## src/hdl/lfsa_pkg.sv

```systemverilog
// Shared beat types and field widths for the lowest free slot allocator.
package lfsa_pkg;

	localparam int FIELD_TIME_BITS = 32;
	localparam int SLOT_FIELD_BITS = 6;
	localparam int CFG_BITS        = 32;

	typedef struct packed {
		logic [FIELD_TIME_BITS-1:0] arrival_time;
		logic [FIELD_TIME_BITS-1:0] departure_time;
	} in_t;

	typedef struct packed {
		logic [SLOT_FIELD_BITS-1:0] slot_index;
		logic                       all_busy;
		logic                       is_target;
	} out_t;

endpackage

```

## src/hdl/lfsa_slot_ram.sv

```systemverilog
// Busy-until store: one write port, one registered read port.
module lfsa_slot_ram #(
	parameter int DEPTH     = 64,
	parameter int WIDTH     = 32,
	parameter int ADDR_BITS = $clog2(DEPTH)
) (
	input  logic                 clk,
	input  logic                 we,
	input  logic [ADDR_BITS-1:0] waddr,
	input  logic [WIDTH-1:0]     wdata,
	input  logic                 re,
	input  logic [ADDR_BITS-1:0] raddr,
	output logic [WIDTH-1:0]     rdata
);

	logic [WIDTH-1:0] mem [DEPTH];

	always_ff @(posedge clk) begin
		if (we) begin
			mem[waddr] <= wdata;
		end
		if (re) begin
			rdata <= mem[raddr];
		end
	end

endmodule

```

## src/hdl/lowest_free_slot_allocator.sv

```systemverilog
// Lowest free slot allocator: scans busy-until RAM for the first slot free at arrival.
// The scan is shortest when the slot at the high-water mark is taken and longest when
// every written slot is read; one RAM read per cycle sets the scan length.
// Throughput: one request in flight; the next beat is taken the cycle after the result is registered.
// Reset clears control, target and high-water mark; the RAM is not swept, entries at or
// above the high-water mark have never been written and count as free.
module lowest_free_slot_allocator #(
	parameter int SLOTS     = 64,
	parameter int TIME_BITS = 32
) (
	input  logic                          clk,
	input  logic                          arst_n,
	input  logic                          in_valid,
	output logic                          in_ready,
	input  lfsa_pkg::in_t                 in_data,
	output logic                          out_valid,
	input  logic                          out_ready,
	output lfsa_pkg::out_t                out_data,
	input  logic                          cfg_we,
	input  logic [lfsa_pkg::CFG_BITS-1:0] cfg_wdata
);
	import lfsa_pkg::*;

	localparam int AW = $clog2(SLOTS);
	localparam int CW = $clog2(SLOTS + 1);

	typedef enum logic [2:0] {
		ST_IDLE = 3'b001,
		ST_SCAN = 3'b010,
		ST_DONE = 3'b100
	} state_t;

	state_t                state_q;
	logic [CFG_BITS-1:0]   target_q;
	logic [TIME_BITS-1:0]  arr_q;
	logic [TIME_BITS-1:0]  dep_q;
	logic [CW-1:0]         idx_q;
	logic [CW-1:0]         hwm_q;
	logic                  cmp_v_s1;
	logic [AW-1:0]         idx_s1;
	logic [TIME_BITS-1:0]  rd_data_s1;
	out_t                  res_q;
	out_t                  out_q;
	logic                  out_valid_q;

	logic [TIME_BITS-1:0]  in_arr;
	logic [TIME_BITS-1:0]  in_dep;
	logic [TIME_BITS-1:0]  tgt_fit;
	logic                  accept;
	logic                  scan;
	logic                  hit;
	logic                  at_hwm;
	logic                  hwm_full;
	logic                  rd_en;
	logic                  wr_en;
	logic [AW-1:0]         wr_addr;
	logic                  load_out;

	assign in_arr   = TIME_BITS'(in_data.arrival_time);
	assign in_dep   = TIME_BITS'(in_data.departure_time);
	assign tgt_fit  = TIME_BITS'(target_q);
	assign in_ready = (state_q == ST_IDLE);
	assign accept   = in_valid && in_ready;
	assign scan     = (state_q == ST_SCAN);
	assign hit      = cmp_v_s1 && (rd_data_s1 <= arr_q);
	assign at_hwm   = (idx_q == hwm_q);
	assign hwm_full = (hwm_q == CW'(SLOTS));
	assign rd_en    = scan && !hit && !at_hwm;
	assign wr_en    = scan && (hit || (at_hwm && !hwm_full));
	assign wr_addr  = hit ? idx_s1 : hwm_q[AW-1:0];
	assign load_out = (state_q == ST_DONE) && (!out_valid_q || out_ready);

	lfsa_slot_ram #(
		.DEPTH (SLOTS),
		.WIDTH (TIME_BITS)
	) u_ram (
		.clk   (clk),
		.we    (wr_en),
		.waddr (wr_addr),
		.wdata (dep_q),
		.re    (rd_en),
		.raddr (idx_q[AW-1:0]),
		.rdata (rd_data_s1)
	);

	always_ff @(posedge clk or negedge arst_n) begin
		if (!arst_n) begin
			state_q     <= ST_IDLE;
			target_q    <= '0;
			hwm_q       <= '0;
			cmp_v_s1    <= 1'b0;
			out_valid_q <= 1'b0;
		end else begin
			if (cfg_we) begin
				target_q <= cfg_wdata;
			end
			if (load_out) begin
				out_valid_q <= 1'b1;
			end else if (out_ready) begin
				out_valid_q <= 1'b0;
			end
			unique case (state_q)
				ST_IDLE: begin
					if (in_valid) begin
						cmp_v_s1 <= 1'b0;
						state_q  <= ST_SCAN;
					end
				end
				ST_SCAN: begin
					if (hit) begin
						cmp_v_s1 <= 1'b0;
						state_q  <= ST_DONE;
					end else if (at_hwm) begin
						cmp_v_s1 <= 1'b0;
						if (!hwm_full) begin
							hwm_q <= hwm_q + CW'(1);
						end
						state_q <= ST_DONE;
					end else begin
						cmp_v_s1 <= 1'b1;
					end
				end
				ST_DONE: begin
					if (load_out) begin
						state_q <= ST_IDLE;
					end
				end
				default: state_q <= ST_IDLE;
			endcase
		end
	end

	// payload, no reset
	always_ff @(posedge clk) begin
		if (accept) begin
			arr_q           <= in_arr;
			dep_q           <= in_dep;
			idx_q           <= '0;
			res_q.is_target <= (in_arr == tgt_fit);
		end
		if (rd_en) begin
			idx_s1 <= idx_q[AW-1:0];
			idx_q  <= idx_q + CW'(1);
		end
		if (scan && hit) begin
			res_q.slot_index <= SLOT_FIELD_BITS'(idx_s1);
			res_q.all_busy   <= 1'b0;
		end else if (scan && at_hwm) begin
			res_q.slot_index <= hwm_full ? '0 : SLOT_FIELD_BITS'(hwm_q);
			res_q.all_busy   <= hwm_full;
		end
		if (load_out) begin
			out_q <= res_q;
		end
	end

	assign out_valid = out_valid_q;
	assign out_data  = out_q;

endmodule

```

## config.mk

```make
export PLATFORM = sky130hd
export DESIGN_NAME = lowest_free_slot_allocator
export DESIGN_NICKNAME = d
export VERILOG_FILES = /design/src/hdl/lfsa_pkg.sv /design/src/hdl/lfsa_slot_ram.sv /design/src/hdl/lowest_free_slot_allocator.sv
export SDC_FILE = /design/constraint.sdc
export NUM_CORES = 2
export LEC_CHECK = 0
export ABC_AREA = 1
export CORE_ASPECT_RATIO = 1.4
export CORE_UTILIZATION = 50
export DETAILED_ROUTE_END_ITERATION = 10
export DONT_BUFFER_PORTS = 1
export PLACE_DENSITY_LB_ADDON = 0.15
export SLEW_MARGIN = 20
export SYNTH_ARGS = -nofsm -noshare
export SYNTH_HDL_FRONTEND = slang
export SYNTH_HIERARCHICAL = 1
export SYNTH_SLANG_ARGS = --single-unit
```

## constraint.sdc

```tcl
create_clock -name clk -period 8.26 [get_ports clk]
set_input_delay 0.826 -clock clk [delete_from_list [all_inputs] [get_ports clk]]
set_output_delay 0.826 -clock clk [all_outputs]
set_load 0.01 [all_outputs]
```

# ---- Yosys cells after proc, flatten, opt, wreduce, memory -nomap -nowiden
# Memory sizes are Yosys's and may differ from the RTL's. A register that Yosys moved wholly into a read port is not among the register bits.
# Cells that the tools add are included.
dict set report op_classes {
  addsub 2
  multipliers 0
  div_mod_pow 0
  n_lt_le_gt_ge 1
  eq_ne 9
  shift 0
  n_mux 19
  bitwise_logic 2
  reduce_logical 22
}
# cell count
set op_table {}
lappend op_table {{== test 32 bit} 1}
lappend op_table {{<= comparator 32 bit} 1}
lappend op_table {{two-way mux 7 bit} 4}
lappend op_table {{adder 7 x 1 -> 7 bit, second input constant} 2}
lappend op_table {{two-way mux 3 bit} 4}
lappend op_table {{two-way mux 6 bit} 2}
lappend op_table {{logical AND 1 bit} 9}
lappend op_table {{one-hot mux 3 bit (3 select lines)} 1}
lappend op_table {{nonzero test 2 bit} 4}
lappend op_table {{== test 7 bit} 1}
lappend op_table {{== test 7 bit, second input constant} 1}
lappend op_table {{two-way mux 1 bit} 7}
lappend op_table {{logical NOT 1 bit} 4}
lappend op_table {{inequality test 2 bit, second input constant} 2}
lappend op_table {{AND reduction 4 bit} 1}
lappend op_table {{== test 3 x 1 -> 1 bit, second input constant} 1}
lappend op_table {{== test 3 x 2 -> 1 bit, second input constant} 1}
lappend op_table {{== test 3 bit, second input constant} 1}
lappend op_table {{inequality test 3 x 1 -> 1 bit, second input constant} 1}
lappend op_table {{AND reduction 3 bit} 1}
lappend op_table {{logical OR 1 bit} 2}
lappend op_table {{inverter 1 bit} 2}
lappend op_table {{one-hot mux 1 bit (2 select lines)} 1}
lappend op_table {{AND reduction 2 bit} 1}
dict set report totals {
  ff_bits 137
  latchBits 0
  ramBits 2048
  romBits 0
  input_bits 101
  out_inout_bits 10
  word_cells 71
  n_memories 1
}
# memory depth word_bits rd rd_clocked_by_memory_dff wr line_no
set memory_table {}
lappend memory_table {u_ram.mem 64 32 1 1 1 lfsa_slot_ram.sv:16} ;# logic [WIDTH-1:0] mem [DEPTH];

# ---- Depth between registers and ports, before layout
dict set report logic_depth {
  ltp_word 7
  depth_mapped 22
  ltp_nobuf 21
}

# ---- By module
# Netlist, hierarchy kept.
# module n_inst cells_each area_per_inst_um2
set by_module_without_submodules {}
lappend by_module_without_submodules {lfsa_slot_ram 1 6769 83058.4}
lappend by_module_without_submodules {lowest_free_slot_allocator 1 538 6374.9}

# ---- Least setup slack after synthesis
# No wires, ideal clock.
dict set report synth_timing {
  path_type {flip-flop to flip-flop}
  startpoint {reg u_ram.rdata[31] (read register of u_ram.mem)}
  endpoint {mem u_ram.mem[48][0], enable pin}
  setup_ns 0.502
  t_arrival_ns 5.221
  required_ns 7.758
  setup_slack_ns 2.536
  path_stages_with_launch 14
  path_buffers 2
  period_less_slack_ns 5.724
  cell_sequence {edfxtp_1 > ha_1 > nand2_1 > nor2_2 > nand2_1 > nor4_4 > nand2_1 > nand2_4 > nand3_1 > buf_4 > nand2_1 > clkbuf_1 > nand4_1 > nor4_1}
}
dict set report synth_between {
  elab_chain_len 6
}
# item line_no
set synth_rtl {}
lappend synth_rtl {{start: declaration} lfsa_slot_ram.sv:13} ;# output logic [WIDTH-1:0] rdata
lappend synth_rtl {{<= comparator 32 bit} lowest_free_slot_allocator.sv:65} ;# assign hit = cmp_v_s1 && (rd_data_s1 <= arr_q);
lappend synth_rtl {{logical AND 1 bit} lowest_free_slot_allocator.sv:65}
lappend synth_rtl {{logical OR 1 bit} lowest_free_slot_allocator.sv:69} ;# assign wr_en = scan && (hit || (at_hwm && !hwm_full));
lappend synth_rtl {{logical AND 1 bit} lowest_free_slot_allocator.sv:69}
lappend synth_rtl {{via wr_en} lowest_free_slot_allocator.sv:55} ;# logic wr_en;
lappend synth_rtl {{two-way mux 1 bit} lfsa_slot_ram.sv:19} ;# if (we) begin
lappend synth_rtl {{two-way mux 1 bit (not written as such)} lfsa_slot_ram.sv:20} ;# mem[waddr] <= wdata;
lappend synth_rtl {{end: declaration} lfsa_slot_ram.sv:16}
# The timed path passes the listed nets, and every way through them passes these cells.

# ---- Worst setup path in the final report
dict set report layout_timing {
  startpoint {reg u_ram.rdata[7] (read register of u_ram.mem)}
  endpoint {mem u_ram.mem[59][18], enable pin}
}
# item line_no
set layout_rtl {}
lappend layout_rtl {{<= comparator 32 bit} lowest_free_slot_allocator.sv:65}
lappend layout_rtl {{logical AND 1 bit} lowest_free_slot_allocator.sv:65}
lappend layout_rtl {{two-way mux 6 bit} lowest_free_slot_allocator.sv:70} ;# assign wr_addr = hit ? idx_s1 : hwm_q[AW-1:0];
lappend layout_rtl {{via wr_addr[0]} lowest_free_slot_allocator.sv:56} ;# logic [AW-1:0] wr_addr;
# The timed path passes the listed nets, and every way through them passes these cells.

==> summary.txt <==
Run status
  • Outcome: finished, final reports clean

Worst setup path
  • Buf/Inv on CP: 2
  • Critical Path RT: 8.71 ns
  • Crit start category: register
  • Worst R2R Start: u_ram/rdata[7]
  • Worst reg2reg path endpoint: u_ram/mem[59][18]
  • Crit path launch: u_ram/rdata[7]
  • Critical Path, Cell by Cell: ha_1 > nand2_1 > nor2_1 > nand2_1 > nand2_1 > nand2_1 > nand2_1 > nand2_1 > nand2_2 > nand2_4 > nand2_8 > inv_1 > o21ai_1 > nand4_1 > buf_4 > nor2_4
  • Crit-path leading delay family: simple AND/OR/NAND/NOR gates
  • Crit path arrival time: around 5 ns
  • CP max FO: 32
  • Most used cell, CP: nand2_1
  • Reg2Reg Depth: 16
  • CP Class: register to register
  • CP endpoint kind: register
  • Worst path max stage delay: 0.83 ns
  • CP max-delay cell: nor2_4
  • R2R setup slack: 3.73 ns
  • Worst setup endpoint: u_ram/mem[59][18]
  • CP Depth: 16

Power
  • PwrDens: 346 nW/um^2
  • Cell Int Power: about 0.021 W
  • Pleak: 34.6 nW
  • Sequential cell fraction of total power: roughly two fifths
  • PnR Total Power: 0.0342 W
  • NetSw: 0.0132 W
  • IR Drop Worst-Case VDD: roughly 0.41 mV
  • Power share of the clock group: a little over a quarter
  • Combinational share of power: 34.2%
  • Switching Share: between 30% and 40%

CTS
  • CTS max path bufs: 3
  • Clk sink count: 2217
  • Post-CTS resize count: 0
  • TritonCTS clock tree: yes
  • Clock-pin transition on the worst setup and hold timing paths: approximately 0.060 ns
  • CTS Root Cell: clkbuf_16
  • Worst-Skew Late Latency: roughly 0.84 ns
  • CTS H-tree lvls: 4
  • CTS Buf Count: 202

Yosys
  • Sequential element share of the synthesized area: 74.2%
  • Synthesis Warnings: 6
  • Main synth FF type: edfxtp_1
  • Mapped cell area: 89400 um^2
  • Synth unique cells: 45
  • Post-Syn Nets: roughly 7400
  • #FFs+latches synth: roughly 2200
  • Syn avg cell area: 12.2 um^2
  • Post-Syn Instances: 7307
  • Asr flop ratio synth: 1.98%
  • Post-synth EDFFs: about 2200

Detailed routing
  • Total number of vias: 57200
  • Post-route ant nets: 0
  • DR DRC count: 0
  • Initial DRC count: 7350
  • Final WL: 252 mm
  • Routed vias/inst: 5.91
  • Avg WL per Cell: 26.1 um
  • 1st-pass router iterations: 5

Global routing
  • GR Util All Layers: 27.6%
  • Global-route wire length before repair: between 300 and 400 mm
  • Vias in the first global route: 54100
  • Initial antenna violation count: 9
  • Largest net degree at the start of global routing: between 200 and 250
  • GRT overflow: 0

Timing
  • Max-slew headroom: 23.2%
  • Unrepaired setup endpoints after global routing: false
  • Final hold vios: 0
  • Setup tns final: 0 ns
  • Final setup skew: ~0.022 ns
  • Final-report max-slew violation count: 0
  • Max Clk Rate: 221 MHz
  • Worst slew pin tran: 1.15 ns
  • Final setup violation count: 0
  • Tmin final: 4.53 ns
  • Final period utilization: 54.9%
  • Fin Hold WS: 0.0727 ns
  • Setup ws final: about 3.7 ns

Finish
  • Area Overhead vs Synth: 10.3%
  • Finished Cell Area: 98700 um^2
  • Net count, final: 7320
  • Fraction of layout cells with a size suffix above 1: under 10%

Hold path
  • Hold WC Path Type: input pin to register

Floorplan
  • Core area: 178000 um^2
  • Die Y: 502 um
  • DIE AREA: 181000 um^2
  • Chip Width: 359 um
  • Starting density of the core: approximately half
  • Num rows: 183
  • I/O pin cnt: 111

Job
  • Max-cap violations: 0

Placement
  • DP Area: 91900 um^2
  • Post-DP HPWL: 138 mm
  • IO buf count: 0
  • Setup WS pre-CTS: 3.67 ns
  • RePlAce Congestion: about 0.90
==> synth_stat cells, types with 3 or more instances <==
cell type | n | area, um^2
buf_1 | 40 | 150
xor2_1 | 28 | 245
nor3_1 | 4 | 20.0
nor2_1 | 80 | 300
buf_2 | 284 | 1420
clkbuf_1 | 82 | 308
ha_1 | 35 | 438
or2_2 | 3 | 18.8
nand2_2 | 4 | 25.0
inv_1 | 87 | 327
nand2_1 | 2331 | 8750
o21ai_1 | 11 | 55.1
o21ai_0 | 15 | 75.1
nor4_1 | 13 | 81.3
a21oi_1 | 14 | 70.1
a221oi_1 | 3 | 26.3
mux2_2 | 22 | 248
buf_6 | 6 | 67.6
nand3_1 | 1929 | 9650
nand4_1 | 15 | 93.8
o21ai_2 | 3 | 26.3
dfrtp_1 | 43 | 1080
o22ai_1 | 4 | 25.0
edfxtp_1 | 2172 | 65200
buf_4 | 47 | 353
xnor2_1 | 6 | 52.6
==> placed cells by master, fill, tap and decap left out, types with 5 or more instances in the layout <==
master and instances:
nor2_1 23, inv_6 5, buf_12 29, dfrtp_1 43, o21ai_1 13, nor2_4 57
clkbuf_16 205, clkbuf_1 42, clkinv_8 5, buf_4 88, a21oi_1 14, clkinv_2 35
buf_16 16, xnor2_1 6, clkinv_1 53, o21ai_0 13, clkbuf_8 6, edfxtp_1 2172
nor4_1 5, bufinv_16 17, mux2_2 22, nand4_1 15, nand3_1 1929, nor4_2 8
ha_1 35, inv_1 85, nand2_1 2331, xor2_1 28
==> metrics by stage <==
step                cells  utilization [%]
global placement     9260             51.5
finish               9668             55.5
global route         9666             55.5
floorplan            7307                -
detailed placement   9278             51.7
CTS                  9653             55.4
==> registers in the layout (all words and copies together), names as in the netlist <==
| signal | count |
|---|---|
| u_ram/mem | 2048 |
| arr_q | 32 |
| dep_q | 32 |
| target_q | 32 |
| u_ram/rdata | 32 |
| out_data | 8 |
| res_q | 8 |
| hwm_q | 7 |
| idx_q | 7 |
| idx_s1 | 6 |
| state_q | 3 |
| cmp_v_s1 | 1 |
| out_valid | 1 |
==> how the worst min path moves through the flow <==
stage / start / end / slack [ns] / cells past startpoint
after global routing: in_data[57] / arr_q[25] / 0.04 / 0
after detailed placement: res_q[0] / out_data[0] / 0.42 / 0
after floorplan: res_q[0] / out_data[0] / 0.40 / 0
final: in_data[42] / arr_q[10] / 0.07 / 0
after global placement: res_q[0] / out_data[0] / 0.42 / 0
after CTS: in_data[14] / dep_q[14] / 0.02 / 0
==> logic make-up (layout without fill, tap and decap cells) <==
logic type      count (synthesis)  in the layout  synth area share (%)
simple gates                 4390           4390                  21.4
flops                        2217           2217                  74.2
buf+inv                       552            598                  2.99
compound gates                 57             57                 0.375
fa+ha+maj                      35             35                 0.490
xor+xnor                       34             34                 0.333
mux                            22             22                 0.277
other cells                     0              3                     0
==> power by group through the flow <==
stage	logic, W	clock network (W)	registers, W
after CTS	0.0116	0.00937	0.0132
after global routing	0.0125	0.00978	0.0133
final	0.0117	0.00924	0.0132
after floorplan	0.00696	0	0.0137
after global placement	0.0114	0	0.0135
after detailed placement	0.0115	0	0.0135
==> timing repair <==
action,in CTS,in global routing
hold endpoints to repair,44,0
buffers inserted,0,0
hold buffers,2,0
==> layout make-up <==
cell class,instances,area (um^2)
Antenna cell,3,7.51
Timing Repair Buffer,134,1690
Fill cell,14400,79000
Clock buffer,253,5370
Multi-Input combinational cell,4538,20900
Sequential cell,2217,66300
Inverter,91,378
Clock inverter,120,1100
Tap cell,2312,2890
==> per-layer routing <==
layer / up-vias / share of wire [%] / track usage, %
li1: 25700 / - / -
met1: 28500 / 40 / 37.3
met2: 2477 / 47 / 44.2
met3: 448 / 7.9 / 4.31
met4: 4 / 4.8 / 12.8
met5: - / 0.0075 / 0
Power figures use the tool's default switching activity.
